===== src/hdl/psfp_pkg.sv =====
// ----------------------------------------------------------------------------
// psfp_pkg
// Shared constants, phase codes and result type of the sensor frame parser.
// ----------------------------------------------------------------------------
package psfp_pkg;

   localparam int BYTE_W     = 8;
   localparam int WORD_W     = 16;
   localparam int LEN_W      = 6;
   localparam int BUF_LEN    = 32;
   localparam int KEPT_BYTES = 6;
   localparam int KEPT_IDX_W = $clog2(KEPT_BYTES);

   localparam logic [BYTE_W-1:0] START_FIRST  = 8'h42;
   localparam logic [BYTE_W-1:0] START_SECOND = 8'h4D;

   // Frame length field carries payload plus the two checksum bytes
   localparam logic [WORD_W-1:0] LEN_OVERHEAD = WORD_W'(2);
   localparam logic [WORD_W-1:0] LEN_MIN      = WORD_W'(3);
   localparam logic [WORD_W-1:0] LEN_MAX      = WORD_W'(BUF_LEN + 2);

   typedef enum logic [2:0] {
      PH_WAIT1   = 3'd0,
      PH_WAIT2   = 3'd1,
      PH_LEN_HI  = 3'd2,
      PH_LEN_LO  = 3'd3,
      PH_PAYLOAD = 3'd4,
      PH_CHK_HI  = 3'd5,
      PH_CHK_LO  = 3'd6
   } phase_type;

   typedef struct packed {
      logic              checksum_ok;
      logic [WORD_W-1:0] pm1_value;
      logic [WORD_W-1:0] pm25_value;
      logic [WORD_W-1:0] pm10_value;
   } result_type;

endpackage


===== src/hdl/psfp_if.sv =====
// ----------------------------------------------------------------------------
// psfp_if
// Valid/ready channels of the sensor frame parser: received bytes in,
// decoded frame results out.
// ----------------------------------------------------------------------------
interface psfp_req_if;
   import psfp_pkg::*;

   logic              valid;
   logic              ready;
   logic [BYTE_W-1:0] rx_byte;

   modport source (output valid, output rx_byte, input ready);
   modport sink   (input valid, input rx_byte, output ready);
endinterface

interface psfp_rsp_if;
   import psfp_pkg::*;

   logic              valid;
   logic              ready;
   logic              checksum_ok;
   logic [WORD_W-1:0] pm1_value;
   logic [WORD_W-1:0] pm25_value;
   logic [WORD_W-1:0] pm10_value;

   modport source (output valid, output checksum_ok, output pm1_value,
                   output pm25_value, output pm10_value, input ready);
   modport sink   (input valid, input checksum_ok, input pm1_value,
                   input pm25_value, input pm10_value, output ready);
endinterface


===== src/hdl/particle_sensor_frame_parser.sv =====
// ----------------------------------------------------------------------------
// particle_sensor_frame_parser
// Parses particulate sensor serial frames into checksum flag and PM words.
// ----------------------------------------------------------------------------
// Usage:
//   req_if carries one received serial byte per transaction (rx_byte).
//   rsp_if carries one transaction per complete frame: checksum_ok and the
//   big-endian pm1/pm2.5/pm10 words from payload bytes 0..5.
//   Unless a byte is held off as below, one byte is taken every cycle and
//   folded into the parser state in the cycle it is accepted, so throughput
//   is one byte per cycle. A result shows on rsp_if in the cycle after its
//   last checksum byte is accepted, and sits in a single result register
//   until taken. While that result waits, bytes keep flowing; only the last
//   checksum byte of the next frame is held off (req_if.ready low) until
//   the register drains or drains in that same cycle.
//   Frames with a bad start pattern or a payload length outside
//   1..BUF_LEN give no result; a checksum mismatch still gives one.
//   Synchronous reset returns the parser to the start-byte hunt, clears
//   the kept payload bytes to zero and empties the result register.
// ----------------------------------------------------------------------------
module particle_sensor_frame_parser (
   input  logic      clock,
   input  logic      reset,
   psfp_req_if.sink  req_if,
   psfp_rsp_if.source rsp_if
);
   import psfp_pkg::*;

   logic       res_load;
   logic       out_free;
   result_type res_data;
   result_type out_data;

   psfp_parser u_parser (
      .clock    (clock),
      .reset    (reset),
      .in_valid (req_if.valid),
      .in_byte  (req_if.rx_byte),
      .in_ready (req_if.ready),
      .out_free (out_free),
      .res_load (res_load),
      .res_data (res_data)
   );

   psfp_out_reg u_out_reg (
      .clock     (clock),
      .reset     (reset),
      .load      (res_load),
      .load_data (res_data),
      .free      (out_free),
      .out_valid (rsp_if.valid),
      .out_ready (rsp_if.ready),
      .out_data  (out_data)
   );

   // Drive result payload
   assign rsp_if.checksum_ok = out_data.checksum_ok;
   assign rsp_if.pm1_value   = out_data.pm1_value;
   assign rsp_if.pm25_value  = out_data.pm25_value;
   assign rsp_if.pm10_value  = out_data.pm10_value;

endmodule


===== src/hdl/psfp_parser.sv =====
// ----------------------------------------------------------------------------
// psfp_parser
// Frame hunt state machine, running sum, length check and payload capture.
// Consumes one byte per accepted transaction and flags a result on the last
// checksum byte.
// ----------------------------------------------------------------------------
module psfp_parser (
   input  logic                       clock,
   input  logic                       reset,
   input  logic                       in_valid,
   input  logic [psfp_pkg::BYTE_W-1:0] in_byte,
   output logic                       in_ready,
   input  logic                       out_free,
   output logic                       res_load,
   output psfp_pkg::result_type       res_data
);
   import psfp_pkg::*;

   phase_type               phase_ff, phase_in;
   logic [WORD_W-1:0]       sum_ff, sum_in;
   logic [BYTE_W-1:0]       chk_hi_ff, chk_hi_in;
   logic [BYTE_W-1:0]       len_hi_ff, len_hi_in;
   logic [LEN_W-1:0]        plen_ff, plen_in;
   logic [LEN_W-1:0]        pidx_ff, pidx_in;
   logic [BYTE_W-1:0]       kept_ff [KEPT_BYTES];
   logic                    kept_we;

   logic                    take;
   logic [WORD_W-1:0]       sum_add;
   logic [WORD_W-1:0]       total;
   logic [WORD_W-1:0]       plen_full;
   logic [LEN_W-1:0]        pidx_next;
   logic [WORD_W-1:0]       check;

   // Hold the checksum byte only when the result slot cannot take it
   assign in_ready  = (phase_ff != PH_CHK_LO) || out_free;
   assign take      = in_valid && in_ready;

   assign sum_add   = sum_ff + WORD_W'(in_byte);
   assign total     = {len_hi_ff, in_byte};
   assign plen_full = total - LEN_OVERHEAD;
   assign pidx_next = pidx_ff + LEN_W'(1);
   assign check     = {chk_hi_ff, in_byte};

   // Next state of the frame hunt
   always_comb begin
      phase_in  = phase_ff;
      sum_in    = sum_ff;
      chk_hi_in = chk_hi_ff;
      len_hi_in = len_hi_ff;
      plen_in   = plen_ff;
      pidx_in   = pidx_ff;
      kept_we   = 1'b0;
      res_load  = 1'b0;
      if (take) begin
         unique case (phase_ff)
            PH_WAIT2: begin
               if (in_byte == START_SECOND) begin
                  sum_in   = sum_add;
                  phase_in = PH_LEN_HI;
               end else if (in_byte == START_FIRST) begin
                  // retry the same byte as a first start byte
                  sum_in   = WORD_W'(in_byte);
                  phase_in = PH_WAIT2;
               end else begin
                  phase_in = PH_WAIT1;
               end
            end
            PH_LEN_HI: begin
               sum_in    = sum_add;
               len_hi_in = in_byte;
               phase_in  = PH_LEN_LO;
            end
            PH_LEN_LO: begin
               sum_in = sum_add;
               if (total >= LEN_MIN && total <= LEN_MAX) begin
                  plen_in  = plen_full[LEN_W-1:0];
                  pidx_in  = '0;
                  phase_in = PH_PAYLOAD;
               end else begin
                  phase_in = PH_WAIT1;
               end
            end
            PH_PAYLOAD: begin
               sum_in  = sum_add;
               kept_we = (pidx_ff < LEN_W'(KEPT_BYTES));
               pidx_in = pidx_next;
               if (pidx_next == plen_ff) begin
                  phase_in = PH_CHK_HI;
               end
            end
            PH_CHK_HI: begin
               chk_hi_in = in_byte;
               phase_in  = PH_CHK_LO;
            end
            PH_CHK_LO: begin
               res_load = 1'b1;
               phase_in = PH_WAIT1;
            end
            default: begin
               // waiting for the first start byte, also the unused code
               if (in_byte == START_FIRST) begin
                  sum_in   = WORD_W'(in_byte);
                  phase_in = PH_WAIT2;
               end else begin
                  phase_in = PH_WAIT1;
               end
            end
         endcase
      end
   end

   // Build the result from the kept payload bytes
   always_comb begin
      res_data.checksum_ok = (check == sum_ff);
      res_data.pm1_value   = {kept_ff[0], kept_ff[1]};
      res_data.pm25_value  = {kept_ff[2], kept_ff[3]};
      res_data.pm10_value  = {kept_ff[4], kept_ff[5]};
   end

   // Advance parser registers
   always_ff @(posedge clock) begin
      if (reset) begin
         phase_ff  <= PH_WAIT1;
         sum_ff    <= '0;
         chk_hi_ff <= '0;
         len_hi_ff <= '0;
         plen_ff   <= '0;
         pidx_ff   <= '0;
      end else begin
         phase_ff  <= phase_in;
         sum_ff    <= sum_in;
         chk_hi_ff <= chk_hi_in;
         len_hi_ff <= len_hi_in;
         plen_ff   <= plen_in;
         pidx_ff   <= pidx_in;
      end
   end

   // Capture the first payload bytes; earlier values stay on short frames
   always_ff @(posedge clock) begin
      if (reset) begin
         for (int i = 0; i < KEPT_BYTES; i++) begin
            kept_ff[i] <= '0;
         end
      end else if (kept_we) begin
         kept_ff[pidx_ff[KEPT_IDX_W-1:0]] <= in_byte;
      end
   end

endmodule


===== src/hdl/psfp_out_reg.sv =====
// ----------------------------------------------------------------------------
// psfp_out_reg
// Result register of the frame parser: holds one result until the receiver
// takes it.
// ----------------------------------------------------------------------------
module psfp_out_reg (
   input  logic                 clock,
   input  logic                 reset,
   input  logic                 load,
   input  psfp_pkg::result_type load_data,
   output logic                 free,
   output logic                 out_valid,
   input  logic                 out_ready,
   output psfp_pkg::result_type out_data
);
   import psfp_pkg::*;

   logic       valid_ff, valid_in;
   result_type data_ff;

   // Slot opens when empty or being drained this cycle
   assign free      = !valid_ff || out_ready;
   assign valid_in  = load || (valid_ff && !out_ready);
   assign out_valid = valid_ff;
   assign out_data  = data_ff;

   // Hold valid until the transaction completes
   always_ff @(posedge clock) begin
      if (reset) begin
         valid_ff <= 1'b0;
      end else begin
         valid_ff <= valid_in;
      end
   end

   // Load result payload
   always_ff @(posedge clock) begin
      if (load) begin
         data_ff <= load_data;
      end
   end

endmodule


===== src/flat_wrapper.sv =====
// flat-port wrapper written by rule: the top's interface ports become plain ports
module particle_sensor_frame_parser_flat import psfp_pkg::*;
  (clock, reset, req_if_valid, req_if_rx_byte, req_if_ready, rsp_if_valid, rsp_if_checksum_ok, rsp_if_pm1_value, rsp_if_pm25_value, rsp_if_pm10_value, rsp_if_ready);
  psfp_req_if req_if_i ();
  psfp_rsp_if rsp_if_i ();
  input  logic clock;
  input  logic reset;
  input wire logic [$bits(req_if_i.valid)-1:0] req_if_valid;
  input wire logic [$bits(req_if_i.rx_byte)-1:0] req_if_rx_byte;
  output wire logic [$bits(req_if_i.ready)-1:0] req_if_ready;
  output wire logic [$bits(rsp_if_i.valid)-1:0] rsp_if_valid;
  output wire logic [$bits(rsp_if_i.checksum_ok)-1:0] rsp_if_checksum_ok;
  output wire logic [$bits(rsp_if_i.pm1_value)-1:0] rsp_if_pm1_value;
  output wire logic [$bits(rsp_if_i.pm25_value)-1:0] rsp_if_pm25_value;
  output wire logic [$bits(rsp_if_i.pm10_value)-1:0] rsp_if_pm10_value;
  input wire logic [$bits(rsp_if_i.ready)-1:0] rsp_if_ready;
  assign req_if_i.valid = req_if_valid;
  assign req_if_i.rx_byte = req_if_rx_byte;
  assign req_if_ready = req_if_i.ready;
  assign rsp_if_valid = rsp_if_i.valid;
  assign rsp_if_checksum_ok = rsp_if_i.checksum_ok;
  assign rsp_if_pm1_value = rsp_if_i.pm1_value;
  assign rsp_if_pm25_value = rsp_if_i.pm25_value;
  assign rsp_if_pm10_value = rsp_if_i.pm10_value;
  assign rsp_if_i.ready = rsp_if_ready;
  particle_sensor_frame_parser u_core (.clock(clock), .reset(reset), .req_if(req_if_i), .rsp_if(rsp_if_i));
endmodule

===== config.mk =====
export PLATFORM = sky130hd
export DESIGN_NAME = particle_sensor_frame_parser_flat
export DESIGN_NICKNAME = d
export VERILOG_FILES = /design/src/hdl/psfp_pkg.sv /design/src/hdl/psfp_if.sv /design/src/hdl/particle_sensor_frame_parser.sv /design/src/hdl/psfp_parser.sv /design/src/hdl/psfp_out_reg.sv /design/src/flat_wrapper.sv
export SDC_FILE = /design/constraint.sdc
export NUM_CORES = 1
export LEC_CHECK = 0
export BUFFER_PORTS_ARGS = -buffer_cell sky130_fd_sc_hd__buf_2
export CAP_MARGIN = 0
export CORE_MARGIN = 4
export CORE_UTILIZATION = 31
export CTS_CLUSTER_SIZE = 28
export DETAILED_ROUTE_END_ITERATION = 12
export GPL_TIMING_DRIVEN = 0
export PLACE_DENSITY = 0.5
export SETUP_SLACK_MARGIN = 0.4
export SLEW_MARGIN = 20
export SYNTH_ARGS = -nofsm -noshare
export SYNTH_HDL_FRONTEND = slang
export SYNTH_HIERARCHICAL = 1
export SYNTH_SLANG_ARGS = --single-unit

===== constraint.sdc =====
create_clock -name clock -period 10.25 [get_ports clock]
set_clock_uncertainty 0.1 [all_clocks]
set_input_delay 1.5375 -clock clock [delete_from_list [all_inputs] [get_ports clock]]
set_output_delay 1.5375 -clock clock [all_outputs]
set_load 0.03 [all_outputs]

==> out/metrics.yaml, run 1 <==
run_status: "complete, no violations"
yosysSeqAreaShare_pct: 63.1
fin_crit_sh_pct: 38.3
grt_max_degree: 17
muxShareOfSynthArea_pct: 2.28
p_per_area_nw_per_um2: 172
synth_top_area_cell: "edfxtp_1"
seqCellArea_um2: 3870
ys_warn_count: 6
worst_slew_pin_slew_ns: 0.841
final_area_um2: 7420
drt-pass1-iter-count: 6
endpoint_kind: "output port"
io_buffers: 62
synth_top_area_share_pct: 47.4
hold_viol: 0
timing.rr.start: "u_core/u_parser/phase_ff[2]"
min_path_cells: 0
final_max_slew_viol_count: 0
crit_required_ns: 8.61
fillers: 1891
grt_use_total_pct: 13.3
fin_hold_ws_ns: 0.317
dp_cells: 851
grt_pass1_vias: 4202
h-tree-depth: 4
place_area_um2: 6840
maxSlewHeadroom_pct: 43.6
ys_top_cells_by_area: "edfxtp_1 (47%), dfxtp_1 (16%), nor2_1 (4.2%)"
multi_input_area_um2: 2070
synth_nets: 542
fmax_ghz: 0.254
core_area_um2: 19500
ff2ff_setup_slack_ns: 7.43
dp_hpwl_um: 10200
maxCapViolations: 0
grt_remaining_overflow: 0
crit_path_start_kind: "primary input"
ios: 63
fin_crit_ns: 3.93
p_total_mw: 1.28
routed_wl_um: 14400
async_flop_share_pct: 0
synth-compound-area-share_pct: 9.25
worstHoldPathType: "flop to flop"
initial_core_util_pct: 31.6
viasPerCell: 4.94
cts_resized: 0
vdd.ir_drop.worst_uv: 118
cts_tree: "done"
cts_buffers: 17
dp_worst_setup_slack_ns: 6.16
total_leakage_power_nw: 2.75
final_common_cell: "edfxtp_1"
drive_gt1_share_pct: 18.6
r2r_cells: 6
synthFlopType: "edfxtp_1"
synthDistinctLibCells: 63
antenna_left: 0
crit_fanout: 3
synth_fa_ha_area_share_pct: 2.36
hold_end: "u_core/u_out_reg/out_data[30]"
die_w_um: 149
setup_viol: 0
area_delta_synth_final_pct: 20.7
die_h_um: 149
diodes: 0
synth-seq-cells: 145
netlist_area_um2: 6140
crit_arrival_ns: 2.29
fin_util_pct: 38.1
grt_pass1_wl_um: 22900
drt_iter0_drc: 365
nets: 628
antenna_found_initial: 0
avgSynthCellArea_um2: 11.8
rsz0062_at_grt: "no"
dieArea_um2: 22100
final_cell_mix: "edfxtp_1 (97), nor2_1 (68), buf_2 (66), dfxtp_1 (48), nand2_1 (40)"
clock-root-buffer: "clkbuf_16"
drc_errors: 0
cts_num_sinks: 145
min-delay-start: "u_core/u_parser/kept_ff[2][6]"
r2r_end: "u_core/u_parser/kept_ff[0][1]"
synth_edf_count: 97
synthSimpleGateAreaFrac_pct: 16.5
vias: 4353
fin_cells: 882
place.gp.congestion: 0.863
clkLatencyLatePin_ns: 0.41
timing.setup.tns_ns: 0
postCtsHoldBufs: 0
wl_per_cell_um: 16.3
rows: 51
post_cts.repair.setup_buffers: 0
synth_xor_area_share_pct: 3.28
crit_type: "primary input to output port"
setup_ws_ns: 6.32
synth_top_family_by_area: "simple AND/OR/NAND/NOR gates"
synthCells: 519
clk_path_buf_depth: 2
path_clk_slew_ns: 0.06
-- registers in the layout, indices dropped and copies added, names as in the netlist --
| name | flops |
|---|---|
| u_core/u_out_reg/out_data | 49 |
| u_core/u_parser/kept_ff | 48 |
| u_core/u_parser/sum_ff | 16 |
| u_core/u_parser/chk_hi_ff | 8 |
| u_core/u_parser/len_hi_ff | 8 |
| u_core/u_parser/pidx_ff | 6 |
| u_core/u_parser/plen_ff | 6 |
| u_core/u_parser/phase_ff | 3 |
| u_core/u_out_reg/out_valid | 1 |
-- critical path, stage by stage --
cell and delay (ns):
buf_2 0.10, nand2b_4 0.15, nand4bb_1 0.27, buf_2 0.23
-- how the worst max path moves through the flow --
stage / startpoint / endpoint / slack [ns] / cells after the start
after floorplan: req_if_valid / u_core/u_out_reg/out_data[0] / 4.08 / 3
after global placement: req_if_valid / u_core/u_out_reg/out_valid / 2.17 / 6
after detailed placement: req_if_rx_byte[3] / u_core/u_parser/sum_ff[9] / 6.16 / 8
after CTS: rsp_if_ready / req_if_ready / 6.32 / 4
after global routing: rsp_if_ready / req_if_ready / 6.28 / 4
final: rsp_if_ready / req_if_ready / 6.32 / 4
-- cell usage after synthesis, types with 4 or more instances --
| cell type | instances |
|---|---|
| nor2_1 | 68 |
| a311oi_1 | 4 |
| clkbuf_1 | 20 |
| o21ai_0 | 10 |
| nor3b_1 | 4 |
| a211o_1 | 5 |
| o211a_1 | 4 |
| a22oi_1 | 5 |
| mux2i_1 | 14 |
| nor4_1 | 9 |
| nand3_1 | 21 |
| nand2_1 | 40 |
| and2_1 | 9 |
| xnor2_1 | 14 |
| and3_1 | 7 |
| buf_2 | 4 |
| edfxtp_1 | 97 |
| a21oi_1 | 18 |
| xor2_1 | 9 |
| ha_1 | 10 |
| dfxtp_1 | 48 |
| nand4_1 | 6 |
| nor3_1 | 8 |
| inv_1 | 22 |
-- metal layers --
layer	up-vias	global-route usage (%)	share of wire, %
li1	2071	-	-
met1	2104	17.9	46
met2	158	20.5	45
met3	20	3.71	6.8
met4	0	5.54	1.6
met5	-	0	0
-- logic make-up (layout without fill, tap and decap cells) --
group / Yosys count / count (layout)
AOI/OAI and AO/OA: 78 / 78
xor gates and xnor gates: 23 / 23
adders and majority gates: 11 / 11
buffers and inverters: 48 / 146
DFF: 145 / 145
muxes: 14 / 14
and+or+nand+nor: 200 / 200
-- where the power goes --
| part | total, mW | switching, mW | internal [mW] |
|---|---|---|---|
| registers | 0.633 | 0.00291 | 0.631 |
| clock network | 0.612 | 0.249 | 0.363 |
| logic | 0.0324 | 0.0236 | 0.00880 |
| total | 1.28 | 0.276 | 1.00 |
-- layout make-up --
type	instances	share of cell area [%]
inverter	22	1.11
clock inverter	13	2.06
sequential	145	52.2
clock buffer	18	5.79
tap	265	4.47
multi-input combinational	326	28.0
buffer	26	1.59
timing repair buffer	67	4.79
No activity file was read; power rests on OpenSTA's default activity.
==> inputs of run 2 (changes only) <==
- clock period: 10.25 -> 3.8 ns (I/O delays scaled with it)
==> run 2 against run 1 <==
Die area did not move. First-iteration DRC count fell by 19%. Clock power rose to 2.5 times the previous value. Count of clock-buffer cells in the layout rose by 2. Total power rose to 2.6 times the previous value. Critical path type is now flop to flop. Critical endpoint is now u_core/u_parser/kept_ff[0][2].
==> out/metrics.yaml, run 2 (synthesis results as in run 1) <==
run_status: "complete, no violations"
dp_cells: 849  # -0.24%
path_clk_slew_ns: 0.06  # about the same
total_leakage_power_nw: 2.71  # -1.3%
path_buf_inv: 2  # unchanged
r2r_cells: 6  # unchanged
core_area_um2: 19500  # unchanged
setup_viol: 0  # unchanged
clock-root-buffer: "clkbuf_16"
grt_max_degree: 19  # +2
endpoint_kind: "flop"
cp-endpoint: "u_core/u_parser/kept_ff[0][2]"
viasPerCell: 4.84  # -1.9%
dp_hpwl_um: 10200  # -0.20%
fillers: 1895  # +0.21%
cts_buffers: 17  # unchanged
grt_use_total_pct: 13.6  # +0.29 points
worst_slew_pin_slew_ns: 0.873  # +0.0317 ns
cpLargestDelayFamily: "simple AND/OR/NAND/NOR gates"
cp_num_cells: 6  # +2
cts_tree: "done"
path_common_cell: "clkbuf_1"
clk_path_buf_depth: 2  # unchanged
grt_pass1_vias: 4175  # -0.64%
routed_wl_um: 14700  # +1.8%
crit_fanout: 9  # +6
clkLatencyLatePin_ns: 0.42  # about the same
fin_hold_ws_ns: 0.219  # -0.0978 ns
final_cell_mix: "edfxtp_1 (97), nor2_1 (68), buf_2 (66), dfxtp_1 (48), nand2_1 (40)"
nets: 626  # -0.32%
die_h_um: 149  # unchanged
grt_pass1_wl_um: 23200  # +1.4%
final_common_cell: "edfxtp_1"
cts_resized: 0  # unchanged
vias: 4259  # -2.2%
timing.setup.tns_ns: 0  # unchanged
rows: 51  # unchanged
timing.rr.start: "u_core/u_parser/phase_ff[2]"
area_delta_synth_final_pct: 20.1
grt_remaining_overflow: 0  # unchanged
drt-pass1-iter-count: 5  # -1
fin_crit_ns: 2.80
largest_register_ffs: 49  # unchanged
post_cts.repair.setup_buffers: 0  # unchanged
io_buffers: 62  # unchanged
hold_viol: 0  # unchanged
fin_cells: 880  # -0.23%
p_per_area_nw_per_um2: 454  # +160%
postCtsHoldBufs: 0  # unchanged
place.gp.congestion: 0.848  # -1.8%
crit_arrival_ns: 2.77  # +0.48 ns
crit_path_start_kind: "flop"
ff2ff_setup_slack_ns: 1.00  # -6.43 ns
maxCapViolations: 0  # unchanged
die_w_um: 149  # unchanged
ios: 63  # unchanged
antenna_found_initial: 0  # unchanged
worstHoldPathType: "primary input to flop"
maxSlewHeadroom_pct: 41.5  # -2.1 points
vdd.ir_drop.worst_uv: 306  # +160%
h-tree-depth: 4  # unchanged
max_stage_delay_ns: 0.48  # +0.21 ns
initial_core_util_pct: 31.6  # unchanged
antenna_left: 0  # unchanged
fmax_ghz: 0.358
r2r_end: "u_core/u_parser/kept_ff[0][2]"
rsz0062_at_grt: "no"
drt_iter0_drc: 297  # -19%
min-delay-start: "reset"
p_total_mw: 3.35  # +160%
crit_required_ns: 3.78  # -4.83 ns
wl_per_cell_um: 16.7  # +2.1%
dieArea_um2: 22100  # unchanged
drc_errors: 0  # unchanged
final_max_slew_viol_count: 0  # unchanged
cts_num_sinks: 145  # unchanged
path_cells: "nor4bb_1 > clkbuf_1 > nand4_1 > or4_1 > clkbuf_1 > nand2_1"
critPathLaunch: "u_core/u_parser/phase_ff[2]"
critical_path.slowest_cell: "dfxtp_1"
diodes: 0  # unchanged
fin_crit_sh_pct: 73.6
crit_type: "flop to flop"
drive_gt1_share_pct: 18.0  # -0.59 points
-- run 2: per-stage QoR --
step / utilization [%] / instance area [um2] / worst slack (ns)
2_1_floorplan: - / 6150 / 0.993
3_3_place_gp: 34.9 / 6800 / 0.0907
3_5_place_dp: 35.1 / 6830 / 0.638
4_1_cts: 37.9 / 7380 / 1.00
5_1_grt: 37.9 / 7380 / 0.711
6_report: 37.9 / 7380 / 1.00
-- run 2: how the worst min path moves through the flow --
| stage | end | slack (ns) | cells past startpoint |
|---|---|---|---|
| 2_1_floorplan | u_core/u_out_reg/out_data[0] | 0.30 | 0 |
| 3_3_place_gp | u_core/u_out_reg/out_data[41] | 0.31 | 0 |
| 3_5_place_dp | u_core/u_out_reg/out_data[15] | 0.30 | 0 |
| 4_1_cts | u_core/u_out_reg/out_valid | 0.20 | 2 |
| 5_1_grt | u_core/u_out_reg/out_valid | 0.20 | 2 |
| 6_report | u_core/u_out_reg/out_valid | 0.22 | 2 |
-- run 2: layer usage --
metal / part of all wire [%] / GRT usage, % / vias up
met5: 0 / 0 / -
met4: 1.4 / 5.35 / 0
met3: 5.8 / 3.28 / 14
met2: 46 / 21.2 / 132
met1: 47 / 18.5 / 2049
li1: - / - / 2064
-- run 2: power breakdown --
group          switching, mW  internal, mW  total (mW)
Clock                  0.649         0.902        1.55
Combinational         0.0636        0.0238      0.0874
Sequential           0.00765          1.70        1.71
Total                  0.720          2.63        3.35
-- run 2: cell type report --
type                    count  area (um2)  share of cell area, %
multi-input cells         326        2080                   28.2
clock buffers              20         437                   5.92
flip-flops and latches    145        3870                   52.5
repair buffers             65         348                   4.72
well taps                 265         332                   4.49
plain buffers              26         118                   1.59
clock inverters            11         106                   1.44
inverters                  22        82.6                   1.12
-- run 2: worst reg2reg max path, cell delays in order, from the launching register on --
cell	delay [ns]
dfxtp_1	0.48
nor4bb_1	0.24
clkbuf_1	0.34
nand4_1	0.30
or4_1	0.46
clkbuf_1	0.22
nand2_1	0.32
